<file path="src/fpur_pkg.sv">
`timescale 1ns / 1ps
// ----------------------------------------------------------------------------
// fpur_pkg
// Shared constants and types for the flash page upload receiver.
// ----------------------------------------------------------------------------
package fpur_pkg;

	// data bytes in one page frame
	localparam int PAGE_BYTES = 128;

	localparam int BYTE_W   = 8;
	localparam int ADDR_W   = 16;
	localparam int WORD_W   = 16;
	localparam int IDLE_W   = 24;
	localparam int ACTION_W = 2;

	localparam logic [BYTE_W-1:0]   PAGE_BYTES_B  = BYTE_W'(PAGE_BYTES);
	localparam logic [IDLE_W-1:0]   IDLE_MAX      = {IDLE_W{1'b1}};
	localparam logic [IDLE_W-1:0]   IDLE_LIMIT_RST = IDLE_W'(1000000);

	localparam logic [BYTE_W-1:0] CH_START  = 8'h40; // '@'
	localparam logic [BYTE_W-1:0] CH_REBOOT = 8'h2d; // '-'
	localparam logic [BYTE_W-1:0] CH_OK     = 8'h2e; // '.'
	localparam logic [BYTE_W-1:0] CH_ERR    = 8'h21; // '!'
	localparam logic [BYTE_W-1:0] CH_NONE   = 8'h00;

	typedef enum logic [0:0] {
		OP_BYTE = 1'b0,
		OP_TICK = 1'b1
	} op_t;

	typedef enum logic [ACTION_W-1:0] {
		ACT_FILL   = 2'd0,
		ACT_COMMIT = 2'd1,
		ACT_ERROR  = 2'd2,
		ACT_REBOOT = 2'd3
	} action_t;

	typedef enum logic [4:0] {
		PH_IDLE  = 5'b00001,
		PH_PAGE  = 5'b00010,
		PH_DATA  = 5'b00100,
		PH_CKSUM = 5'b01000,
		PH_HALT  = 5'b10000
	} phase_t;

endpackage

</file>
<file path="src/flash_page_upload_receiver.sv">
`timescale 1ns / 1ps
// ----------------------------------------------------------------------------
// flash_page_upload_receiver
// Frame decoder for serial page uploads into flash: fill, commit and reboot.
// ----------------------------------------------------------------------------
// Usage:
//   Item channel (item_valid/item_stall, op, rx_byte): one beat per received
//   byte (op 0) or idle tick (op 1). Result channel (result_valid/
//   result_stall, action, flash_address, flash_word, reply_char): zero or one
//   beat per item; fill words, commit/error at the end of a page, reboot.
//   Config channel (cfg_valid/cfg_ready, idle_limit): writes the idle tick
//   limit, always ready; write only while no item is in flight.
//   An item is registered on acceptance, decoded, and its result is then
//   registered in the output register, from which it is shown. Throughput
//   is one item per cycle while no pending result is stalled, set by the
//   single decode step between the input register and the output register.
//   When the receiver stalls, the result holds; one more item may be taken
//   into the input register, then item_stall rises until the result leaves.
//   Reset clears the frame state, idle counter and the valid flags of both
//   registers and sets the idle limit to 1000000. After a reboot result the
//   block swallows all further items without results until reset.
// ----------------------------------------------------------------------------
module flash_page_upload_receiver (
	input  logic                              clk,
	input  logic                              arst_n,
	input  logic                              cfg_valid,
	output logic                              cfg_ready,
	input  logic [fpur_pkg::IDLE_W-1:0]       idle_limit,
	input  logic                              item_valid,
	output logic                              item_stall,
	input  logic                              op,
	input  logic [fpur_pkg::BYTE_W-1:0]       rx_byte,
	output logic                              result_valid,
	input  logic                              result_stall,
	output logic [fpur_pkg::ACTION_W-1:0]     action,
	output logic [fpur_pkg::ADDR_W-1:0]       flash_address,
	output logic [fpur_pkg::WORD_W-1:0]       flash_word,
	output logic [fpur_pkg::BYTE_W-1:0]       reply_char
);

	// input register
	logic                          valid_s1;
	logic                          op_s1;
	logic [fpur_pkg::BYTE_W-1:0]   byte_s1;

	// frame state
	fpur_pkg::phase_t              phase_q, phase_d;
	logic [fpur_pkg::BYTE_W-1:0]   byte_count_q, byte_count_d;
	logic [fpur_pkg::BYTE_W-1:0]   running_sum_q, running_sum_d;
	logic [fpur_pkg::ADDR_W-1:0]   page_base_q, page_base_d;
	logic [fpur_pkg::BYTE_W-1:0]   low_byte_q, low_byte_d;
	logic [fpur_pkg::IDLE_W-1:0]   idle_count_q, idle_count_d;
	logic [fpur_pkg::IDLE_W-1:0]   idle_limit_q;

	// output register
	logic                          out_valid_q;
	fpur_pkg::action_t             action_q;
	logic [fpur_pkg::ADDR_W-1:0]   address_q;
	logic [fpur_pkg::WORD_W-1:0]   word_q;
	logic [fpur_pkg::BYTE_W-1:0]   reply_q;

	logic                          advance;
	logic                          proc;
	logic                          accept;
	logic                          res_valid;
	fpur_pkg::action_t             res_action;
	logic [fpur_pkg::ADDR_W-1:0]   res_address;
	logic [fpur_pkg::WORD_W-1:0]   res_word;
	logic [fpur_pkg::BYTE_W-1:0]   res_reply;
	logic [fpur_pkg::BYTE_W-1:0]   count_inc;
	logic [fpur_pkg::IDLE_W-1:0]   page_prod;
	logic [fpur_pkg::ADDR_W-1:0]   fill_addr;

	assign advance    = !out_valid_q || !result_stall;
	assign proc       = valid_s1 && advance;
	assign item_stall = valid_s1 && !advance;
	assign accept     = item_valid && !item_stall;
	assign cfg_ready  = 1'b1;

	assign count_inc = byte_count_q + 8'd1;
	assign page_prod = {{(fpur_pkg::IDLE_W - fpur_pkg::BYTE_W){1'b0}}, byte_s1}
		* fpur_pkg::IDLE_W'(fpur_pkg::PAGE_BYTES);
	// count is odd on the high byte, so count - 1 just drops bit 0
	assign fill_addr = page_base_q
		+ {{(fpur_pkg::ADDR_W - fpur_pkg::BYTE_W){1'b0}}, byte_count_q[7:1], 1'b0};

	always_comb begin
		phase_d       = phase_q;
		byte_count_d  = byte_count_q;
		running_sum_d = running_sum_q;
		page_base_d   = page_base_q;
		low_byte_d    = low_byte_q;
		idle_count_d  = idle_count_q;
		res_valid     = 1'b0;
		res_action    = fpur_pkg::ACT_FILL;
		res_address   = '0;
		res_word      = '0;
		res_reply     = fpur_pkg::CH_NONE;
		if (phase_q != fpur_pkg::PH_HALT) begin
			if (op_s1 == fpur_pkg::OP_TICK) begin
				if (idle_count_q > idle_limit_q) begin
					phase_d    = fpur_pkg::PH_HALT;
					res_valid  = 1'b1;
					res_action = fpur_pkg::ACT_REBOOT;
				end else if (idle_count_q != fpur_pkg::IDLE_MAX) begin
					idle_count_d = idle_count_q + 24'd1;
				end
			end else begin
				idle_count_d = '0;
				case (phase_q)
					fpur_pkg::PH_PAGE: begin
						byte_count_d  = '0;
						running_sum_d = byte_s1;
						page_base_d   = page_prod[fpur_pkg::ADDR_W-1:0];
						phase_d       = fpur_pkg::PH_DATA;
					end
					fpur_pkg::PH_DATA: begin
						running_sum_d = running_sum_q + byte_s1;
						if (byte_count_q[0]) begin
							res_valid   = 1'b1;
							res_action  = fpur_pkg::ACT_FILL;
							res_address = fill_addr;
							res_word    = {byte_s1, low_byte_q};
						end else begin
							low_byte_d = byte_s1;
						end
						byte_count_d = count_inc;
						if (count_inc == fpur_pkg::PAGE_BYTES_B) begin
							phase_d = fpur_pkg::PH_CKSUM;
						end
					end
					fpur_pkg::PH_CKSUM: begin
						phase_d     = fpur_pkg::PH_IDLE;
						res_valid   = 1'b1;
						res_address = page_base_q;
						if (running_sum_q == byte_s1) begin
							res_action = fpur_pkg::ACT_COMMIT;
							res_reply  = fpur_pkg::CH_OK;
						end else begin
							res_action = fpur_pkg::ACT_ERROR;
							res_reply  = fpur_pkg::CH_ERR;
						end
					end
					default: begin
						if (byte_s1 == fpur_pkg::CH_START) begin
							phase_d = fpur_pkg::PH_PAGE;
						end else if (byte_s1 == fpur_pkg::CH_REBOOT) begin
							phase_d    = fpur_pkg::PH_HALT;
							res_valid  = 1'b1;
							res_action = fpur_pkg::ACT_REBOOT;
						end
					end
				endcase
			end
		end
	end

	always_ff @(posedge clk or negedge arst_n) begin
		if (!arst_n) begin
			valid_s1 <= 1'b0;
		end else if (accept) begin
			valid_s1 <= 1'b1;
		end else if (advance) begin
			valid_s1 <= 1'b0;
		end
	end

	always_ff @(posedge clk) begin
		if (accept) begin
			op_s1   <= op;
			byte_s1 <= rx_byte;
		end
	end

	always_ff @(posedge clk or negedge arst_n) begin
		if (!arst_n) begin
			idle_limit_q <= fpur_pkg::IDLE_LIMIT_RST;
		end else if (cfg_valid && cfg_ready) begin
			idle_limit_q <= idle_limit;
		end
	end

	always_ff @(posedge clk or negedge arst_n) begin
		if (!arst_n) begin
			phase_q       <= fpur_pkg::PH_IDLE;
			byte_count_q  <= '0;
			running_sum_q <= '0;
			page_base_q   <= '0;
			low_byte_q    <= '0;
			idle_count_q  <= '0;
		end else if (proc) begin
			phase_q       <= phase_d;
			byte_count_q  <= byte_count_d;
			running_sum_q <= running_sum_d;
			page_base_q   <= page_base_d;
			low_byte_q    <= low_byte_d;
			idle_count_q  <= idle_count_d;
		end
	end

	always_ff @(posedge clk or negedge arst_n) begin
		if (!arst_n) begin
			out_valid_q <= 1'b0;
		end else if (advance) begin
			out_valid_q <= proc && res_valid;
		end
	end

	always_ff @(posedge clk) begin
		if (proc && res_valid) begin
			action_q  <= res_action;
			address_q <= res_address;
			word_q    <= res_word;
			reply_q   <= res_reply;
		end
	end

	assign result_valid  = out_valid_q;
	assign action        = action_q;
	assign flash_address = address_q;
	assign flash_word    = word_q;
	assign reply_char    = reply_q;

`ifndef ASSERT_OFF
	// once halted, the block stays halted until reset
	a_halt_sticky: assert property (@(posedge clk) disable iff (!arst_n)
		phase_q == fpur_pkg::PH_HALT |=> phase_q == fpur_pkg::PH_HALT)
		else $error("left halted phase without reset");

	// a reboot beat always lands the block in the halted phase
	a_reboot_halts: assert property (@(posedge clk) disable iff (!arst_n)
		proc && res_valid && res_action == fpur_pkg::ACT_REBOOT
		|=> phase_q == fpur_pkg::PH_HALT)
		else $error("reboot result without halt");

	// a held item is never dropped while the output side is blocked
	a_s1_hold: assert property (@(posedge clk) disable iff (!arst_n)
		valid_s1 && !advance |=> valid_s1 && $stable(byte_s1) && $stable(op_s1))
		else $error("input register lost a held item");

	// the data byte count never runs past a page
	a_count_range: assert property (@(posedge clk) disable iff (!arst_n)
		byte_count_q <= fpur_pkg::PAGE_BYTES_B)
		else $error("byte count past page size");
`endif

endmodule

</file>
<file path="config.mk">
export PLATFORM = sky130hd
export DESIGN_NAME = flash_page_upload_receiver
export DESIGN_NICKNAME = d
export VERILOG_FILES = /design/src/fpur_pkg.sv /design/src/flash_page_upload_receiver.sv
export SDC_FILE = /design/constraint.sdc
export NUM_CORES = 1
export LEC_CHECK = 0
export ABC_AREA = 1
export ABC_CLOCK_PERIOD_IN_PS = 8750
export BUFFER_PORTS_ARGS = -buffer_cell sky130_fd_sc_hd__clkbuf_2
export CORE_AREA = 2 2 79 156
export DETAILED_ROUTE_END_ITERATION = 8
export DIE_AREA = 0 0 81 158
export HOLD_SLACK_MARGIN = 0.03
export PLACE_DENSITY = 0.84
export SETUP_SLACK_MARGIN = 0.15
export SLEW_MARGIN = 20
export SYNTH_ARGS = -nofsm -noshare
export SYNTH_HDL_FRONTEND = slang
export SYNTH_SLANG_ARGS = --single-unit
</file>
<file path="constraint.sdc">
create_clock -name clk -period 8.75 [get_ports clk]
set_input_delay 0.4375 -clock clk [delete_from_list [all_inputs] [get_ports clk]]
set_output_delay 0.4375 -clock clk [all_outputs]
set_load 0.005 [all_outputs]
</file>
# Word level (Yosys, flattened, before mapping)
# Index checks and enable logic that the tools add are counted.
# word_totals
elab_cells,88
out_inout_bits,45
ff_bits,138
in_bits,38
# classes
reduce_logical,21
n_mux,29
n_lt_le_gt_ge,1
addsub,4
bitwise,5
n_eq_ne,13
# ops
operator,n
24-bit two-way mux,3
16-bit case mux with 2 select lines,1
8-bit case mux with 2 select lines,2
5-bit two-way mux,5
24-bit by 1-bit adder with 24-bit output (second input constant),1
24-bit greater-than comparator,1
24-bit != test (second input constant),1
15-bit by 8-bit adder with 16-bit output,1
16-bit two-way mux,1
5-bit case mux with 3 select lines,1
4-bit AND reduction,3
2-bit two-way mux,5
5-bit AND reduction,2
8-bit by 1-bit adder with 8-bit output (second input constant),1
8-bit adder,1
8-bit by 6-bit equality test with 1-bit output (second input constant),1
8-bit by 7-bit equality test with 1-bit output (second input constant),1
8-bit equality test,1
8-bit equality test (second input constant),1
1-bit two-way mux,8
6-bit nonzero test,1
5-bit by 2-bit equality test with 1-bit output (second input constant),1
5-bit by 3-bit equality test with 1-bit output (second input constant),1
5-bit by 4-bit equality test with 1-bit output (second input constant),1
15 further kinds,28

# Logic depth before layout (Yosys ltp)
# Gate-level depths: netlist of the first run.
# logic_depth
depth_word,7
mapped_depth,17

# Least setup slack after synthesis of the first run
# No wires, ideal clock.
# synth_timing
path_type,register to register
from,register idle_limit_q[14] (netlist bit)
to,register action_q[0] (netlist: action[0]) (enable)
n_path_buf,1
stages_incl_launch_ff,14
slack_ns,5.930
required_ns,8.359
arrival_time_ns,2.429
setup_time_ns,0.391
synth_period_minus_slack_ns,2.820
cell_sequence,dfstp_2 -> inv_1 -> ha_1 -> nand2_1 -> nor2_1 -> nand4_1 -> nor2_1 -> nand2_1 -> nand3_1 -> nand2_1 -> buf_4 -> nand2_1 -> nand2_1 -> inv_1
# synth_between
elab_chain_cells,5
# synth_lines
element,line_no,text
from (decl),flash_page_upload_receiver.sv:53,logic [fpur_pkg::IDLE_W-1:0] idle_limit_q;
from (signal assigned),flash_page_upload_receiver.sv:177,idle_limit_q <= fpur_pkg::IDLE_LIMIT_RST;
from (signal assigned),flash_page_upload_receiver.sv:179,idle_limit_q <= idle_limit;
24-bit greater-than comparator,flash_page_upload_receiver.sv:101,if (idle_count_q > idle_limit_q) begin
1-bit two-way mux,flash_page_upload_receiver.sv:101,
1-bit two-way mux,flash_page_upload_receiver.sv:100,if (op_s1 == fpur_pkg::OP_TICK) begin
1-bit two-way mux,flash_page_upload_receiver.sv:99,if (phase_q != fpur_pkg::PH_HALT) begin
1-bit logical AND,flash_page_upload_receiver.sv:210,if (proc && res_valid) begin
to (signal assigned),flash_page_upload_receiver.sv:211,action_q <= res_action;
to (decl),flash_page_upload_receiver.sv:57,fpur_pkg::action_t action_q;
# No other way between the ends.
# A chain may end at the register's enable or synchronous reset.

# Worst setup path after layout of the first run
# layout_timing
from,register op_s1
to,"register word_q, in the netlist flash_word[13] (enable)"
# layout_between
elab_chain_cells,3
# layout_lines
element,line_no,text
from (decl),flash_page_upload_receiver.sv:43,logic op_s1;
from (signal assigned),flash_page_upload_receiver.sv:170,op_s1 <= op;
1-bit two-way mux,flash_page_upload_receiver.sv:100,
1-bit two-way mux,flash_page_upload_receiver.sv:99,
1-bit logical AND,flash_page_upload_receiver.sv:210,
to (signal assigned),flash_page_upload_receiver.sv:213,word_q <= res_word;
to (decl),flash_page_upload_receiver.sv:59,logic [fpur_pkg::WORD_W-1:0] word_q;
# No other way between the ends.

==> run metrics, run 1 <==
worst-path cell chain=inv_1 -> a21oi_1 -> nand2_1 -> buf_4 -> nand2_1 -> nand2_1 -> inv_1 -> buf_4; PwrDens=188 nW/um2; vias in the first global route=approximately 6.3k; CTS Buf Count=17; clk_lat worst skew=about 430 ps; Async SR Flop Fraction=between 60% and 70%; list of most frequent post-synthesis cells=nand2_1 (244), inv_1 (110), dfrtp_1 (79); Core ar.=around 12,000 um2; status=completed; peak supply drop=between 0.15 and 0.2 mV; Max Transition Viols Final=0; Leak=between 3 and 4 nW; Die Y=between 150 and 200 um; CP max stage delay=between 700 and 800 ps; most frequent cell after synthesis=nand2_1; final setup skew=between 10 and 15 ps; Worst Max-Slew Pin Slew=911 ps; clk slew on worst S/H paths=roughly 70 ps; Die ar.=about 13,000 um2; antenna viol nets, final=0; post-route minimum period=roughly 2900 ps; Min-Delay Path Class=input port to flop; Global Route Usage Sum=around 29%; nets=roughly 1.0k; Place WS=5950 ps; drt first pass iters=8; clock net sink count=132; cell family with most CP delay=buffers and inverters; post-route cell area=between 8000 and 9000 um2; Achievable Freq=~0.35 GHz; Syn Std Cell Area=just over 7000 um2; Root Driver=clkbuf_16; RePlAce Congestion=approximately 0.96; top cell type's share of synthesized area=27.4%; total routed wirelength=between 15,000 and 20,000 um; crit end category=flop; prevailing post-synth register cell=dfrtp_1; largest net degree at the start of global routing=72; Seq cells post-synth=between 100 and 150; final worst setup slack=5880 ps; DR vias=around 6.3k; WL per Instance=approximately 15 um; initial antenna violation count=0; syn_area_per_cell=roughly 8 um2; DP HPWL=12,400 um; Area after DPL=between 7000 and 8000 um2; share of layout cells above drive strength 1=approximately 14%; Area contributors post-synth=dfrtp_1 (27%), edfxtp_1 (19%), nand2_1 (13%), ha_1 (6.3%), inv_1 (5.7%); post-synthesis cell count=880; Fin Setup TNS=0 ps; Die Width=81 um; Iter 0 DRT Violations=456; Initial Util=between 60% and 70%; Worst path slowest cell=edfxtp_1; total gr overflow=0; sequential fraction of the synthesis area=49.1%; critical path required time=~8800 ps; Post-synth EDFFs=between 40 and 50; Ys Warns=0; leading area contributor after synthesis=dfrtp_1; diode count=0; post-synth cell types=43; final setup vio count=0; Slew Limit Headroom=approximately two fifths; H-Tree Level Count=4; Rows=56; first-pass GRT wire length=27,600 um; RSZ-0062 raised after global routing=false; data arrival time of the worst path=2940 ps; io pins=83; clk buf depth=2; fin crit share=32.8%; input/output buffers=a little under 80; CP Class=flop to flop; CP max FO=36; synth-to-layout area growth=15.1%; detail-routed via count per cell=5.70; CTS tree=built; crit start category=flop; Hold Violations, Final=0; CP bufs+invs=4; crit-path most repeated cell=nand2_1; maxcap violations=0; DR DRC count=0
state kept, by name (all words and copies together) (netlist names):
signal / cells
low_byte_q: 8
idle_count_q: 24
op_s1: 1
reply_char: 3
byte_s1: 8
flash_address: 15
byte_count_q: 8
valid_s1: 1
flash_word: 16
idle_limit_q: 24
running_sum_q: 8
phase_q: 5
result_valid: 1
action: 2
page_base_q: 8
cell type report:
type | instances | area [um2]
Clock buffer | 17 | 425
Clock inverter | 15 | 218
Fill cell | 948 | 3340
Inverter | 117 | 442
Multi-Input combinational cell | 605 | 3060
Sequential cell | 132 | 3540
Tap cell | 145 | 181
Timing Repair Buffer | 82 | 428
final timing paths:
check | start | to | slack, ps | cells past startpoint
worst max-delay path | op_s1 | flash_word[13] | 5880 | 8
worst min-delay path | rx_byte[6] | byte_s1[6] | 180 | 1
worst max register to register | op_s1 | flash_word[13] | 5880 | 8
worst min register to register | phase_q[0] | phase_q[0] | 480 | 2
max in group asynchronous | arst_n | idle_count_q[13] | 7170 | 3
min in group asynchronous | arst_n | idle_limit_q[1] | 410 | 2
cells by family after synthesis:
family	after synthesis	synth area share, %
AND/OR/NAND/NOR	438	25.9
XOR/XNOR	8	0.973
multiplexers	1	0.156
other	2	0.104
adder cells (fa/ha/maj)	37	6.53
buffers and inverters	146	8.60
flip-flops	132	49.1
AO/OA/AOI/OAI	116	8.60
cells in the final DEF, fill, tap and decap left out, types with 6 or more instances in the layout:
cell       count
nor3_1        27
edfxtp_1      45
nand3_1       58
nor2_1        76
nand4_1       10
o21ai_0       54
clkbuf_16     17
inv_1        110
ha_1          36
dfrtp_1       79
nand2_1      244
xnor2_1        6
dfstp_2        8
a21oi_1       39
clkbuf_2      76
nor4_1         9
stage by stage:
step	cells	util [%]	hold WS, ps	power [mW]
floorplan	883	-	142	0.756
finish	1113	71.3	181	1.56
global route	1113	71.3	185	1.61
CTS	1113	71.3	182	1.56
detailed placement	1080	65.6	315	0.791
global placement	1080	65.6	314	0.786
metal layers:
| metal | GRT usage [%] | vias up | share of wire [%] |
|---|---|---|---|
| met4 | 21.2 | 0 | 7.1 |
| met2 | 51.8 | 307 | 53 |
| li1 | - | 3013 | - |
| met1 | 27.8 | 2926 | 34 |
| met3 | 4.79 | 96 | 5.3 |
| met5 | 0 | - | 0 |
power by group:
part	switching (mW)	internal (mW)	total (mW)	leakage (nW)
sequential	0.0166	0.657	0.674	1.48
combinational	0.0725	0.0350	0.108	2.20
clock	0.295	0.485	0.780	0.311
repair_timing:
item | 4_1_cts | 5_1_grt
buffers inserted | 0 | 0
hold buffers | 1 | 0
hold endpoints to repair | 15 | 0
resized for setup | 0 | 0
No activity file was read; power rests on OpenSTA's default activity.
==> run 2, diff against run 1 <==
--- a/config.mk
+++ b/config.mk
@@ -5,14 +5,14 @@
 export SDC_FILE = /design/constraint.sdc
 export NUM_CORES = 1
 export LEC_CHECK = 0
-export ABC_AREA = 1
-export ABC_CLOCK_PERIOD_IN_PS = 8750
+export ABC_AREA = 0
+export ABC_CLOCK_PERIOD_IN_PS = 2700
 export BUFFER_PORTS_ARGS = -buffer_cell sky130_fd_sc_hd__clkbuf_2
-export CORE_AREA = 2 2 79 156
+export CORE_AREA = 2 2 81 160
 export DETAILED_ROUTE_END_ITERATION = 8
-export DIE_AREA = 0 0 81 158
+export DIE_AREA = 0 0 83 162
 export HOLD_SLACK_MARGIN = 0.03
-export PLACE_DENSITY = 0.84
+export PLACE_DENSITY = 0.78
 export SETUP_SLACK_MARGIN = 0.15
 export SLEW_MARGIN = 20
 export SYNTH_ARGS = -nofsm -noshare
==> constraint.sdc (replaced) <==
create_clock -name clk -period 2.7 [get_ports clk]
set_input_delay 0.135 -clock clk [delete_from_list [all_inputs] [get_ports clk]]
set_output_delay 0.135 -clock clk [all_outputs]
set_load 0.005 [all_outputs]
==> run 2 against run 1 <==
  * The flow now finishes with violations (negative setup slack)
  * Clock power rose to 2.8 times the previous value
  * Flip-flop and latch count is the same
  * Global-route usage rose by 2.3 points
  * Worst hold slack improved by 140 ps
  * Via count grew 0.61%
  * Die area grew 5.1%
  * Wire length grew 18%
  * Critical path type unchanged
==> run metrics, run 2 <==
status=finished with violations; failing checks=negative setup slack; most frequent cells in the layout=nand2_1 (89), buf_4 (82), dfrtp_1 (79); Iter 0 DRT Violations=559; Worst Max-Slew Pin Slew=between 1000 and 1500 ps; list of most frequent post-synthesis cells=nand2_1 (89), dfrtp_1 (79), o21ai_0 (49); clk buf depth=2; vias in the first global route=6,708; clk slew on worst S/H paths=around 60 ps; Die ar.=13,400 um2; Max Transition Viols Final=0; maxcap violations=0; flop2flop setup slack=-160 ps; post-synth cell types=71; Leak=approximately 4.3 nW; clock net sink count=between 100 and 150; Core ar.=12,200 um2; Global Route Usage Sum=a little under a third; antenna viol nets, final=0; Seq cells post-synth=about 130; Syn Std Cell Area=~7000 um2; prevailing post-synth register cell=dfrtp_1; total gr overflow=0; crit end category=flop; CTS Buf Count=17; Post-Place Cells=between 900 and 1k; worst r2r dst=flash_address[1]; CP endpoint=flash_address[1]; H-Tree Level Count=4; Slew Limit Headroom=between 20% and 30%; total routed wirelength=roughly 20,000 um; Hold Violations, Final=0; Final Power=approximately 6.1 mW; post-synthesis cell count=685; final core utilization=77.4%; most frequent cell after synthesis=nand2_1; final setup vio count=58; share of layout cells above drive strength 1=31.4%; CP startpoint=idle_count_q[1]; crit start category=flop; Initial Util=approximately 57%; Finished Layout Cells=between 1k and 1.5k; io pins=between 80 and 90; initial antenna violation count=0; RSZ-0062 raised after global routing=true; commonest non-fill, non-tap cell in the layout=nand2_1; sequential fraction of the synthesis area=~51%; DR DRC count=0; RR Startpoint=idle_count_q[1]; first-pass GRT wire length=about 33,000 um; CP max FO=9; peak supply drop=around 0.60 mV; syn_area_per_cell=just over 10 um2; hold slack=roughly 320 ps; data arrival time of the worst path=2960 ps; Die Y=162 um; synth-to-layout area growth=35.0%; diode count=0; r2r worst-path depth=8; DP HPWL=around 13,000 um; WL per Instance=19.4 um; CP Class=flop to flop; clk_lat worst skew=~430 ps; DR vias=6,381; nets=approximately 960; leading area contributor after synthesis=dfrtp_1; detail-routed via count per cell=6.12; input/output buffers=77; PwrDens=approximately 650 nW/um2; Place WS=-409 ps; final worst setup slack=-163 ps; RePlAce Congestion=0.936; drt first pass iters=5; Gate power share=roughly 25%; NetSw=around 2.0 mW; Sw Ratio=32.1%; Post-synth EDFFs=45; top cell type's share of synthesized area=roughly 28%; Reg power frac=38.8%; cell internal pwr=slightly above 4 mW; clock share of power=about 36%; fin crit share=106%; final setup skew=about 8.7 ps; Die Width=just over 80 um; post-route minimum period=between 2000 and 3000 ps; Root Driver=clkbuf_16; Rows=between 50 and 60; Ys Warns=0; Min-Delay Path Class=input port to async pin; Achievable Freq=0.349 GHz; critical path required time=~2800 ps; largest net degree at the start of global routing=88; Area contributors post-synth=dfrtp_1 (28%), edfxtp_1 (19%), ha_1 (6.4%), nand2_1 (4.8%), o21ai_0 (3.5%); CTS tree=built; Async SR Flop Fraction=about two thirds
run 2: final cells by class:
class / count / area (um2)
multi-input combinational: 489 / 3510
clock buffer: 17 / 425
timing repair buffer: 204 / 1510
clock inverter: 15 / 136
inverter: 38 / 143
tap: 147 / 184
sequential: 132 / 3540
fill: 725 / 2750
run 2: critical path, cell delays in order (launching register included):
cell	delay (ps)
dfrtp_1	390
ha_1	310
nor2b_1	130
o211ai_1	430
a2111oi_4	160
or4_4	550
a32oi_4	240
buf_12	180
a21oi_4	130
run 2: layer usage:
layer,global-route usage [%],routed length [um],share of wire [%],up-vias
met4,21.8,1470,7.3,0
met3,5.03,1030,5.1,98
met5,0,0,0,-
li1,-,-,-,2894
met2,57.4,11000,55,322
met1,30.3,6660,33,3067
run 2: what timing repair did:
| item | in CTS | in global routing |
|---|---|---|
| gates cloned | 5 | 0 |
| hold buffers | 37 | 0 |
| pin swaps | 20 | 13 |
| setup endpoints to repair | 64 | 69 |
| gates resized for setup | 32 | 12 |
| buffers inserted | 8 | 2 |
| endpoints found under the hold margin | 114 | 0 |
run 2: worst min path at each step:
stage	from	to	slack (ps)	cells past startpoint
after floorplan	arst_n	byte_count_q[0]	-160	0
after global placement	rx_byte[1]	byte_s1[1]	310	1
after detailed placement	rx_byte[0]	byte_s1[0]	310	1
after CTS	cfg_valid	idle_limit_q[6]	360	3
after global routing	arst_n	idle_limit_q[2]	420	2
final	arst_n	idle_limit_q[3]	320	2
run 2: power groups by stage:
stage | Combinational (mW) | Sequential [mW] | Clock (mW)
after floorplan | 0.647 | 2.41 | 0
after global placement | 1.18 | 2.38 | 0
after detailed placement | 1.24 | 2.40 | 0
after CTS | 1.47 | 2.36 | 2.22
after global routing | 1.65 | 2.38 | 2.32
final | 1.52 | 2.37 | 2.22
run 2: cell families after synthesis:
family / count (synthesis) / synth area share [%]
and+or+nand+nor: 256 / 18.7
AOI/OAI and AO/OA: 155 / 14.7
DFF: 132 / 50.6
buffers and inverters: 71 / 4.45
adders and majority gates: 37 / 6.72
muxes: 24 / 3.79
xor gates and xnor gates: 8 / 1.00
other: 2 / 0.107
run 2: stage by stage:
step,cell area (um2),TNS [ps]
floorplan,7110,-4680
global placement,8120,-11470
detailed placement,8120,-16120
CTS,9380,-723
global route,9450,-6250
finish,9450,-6030
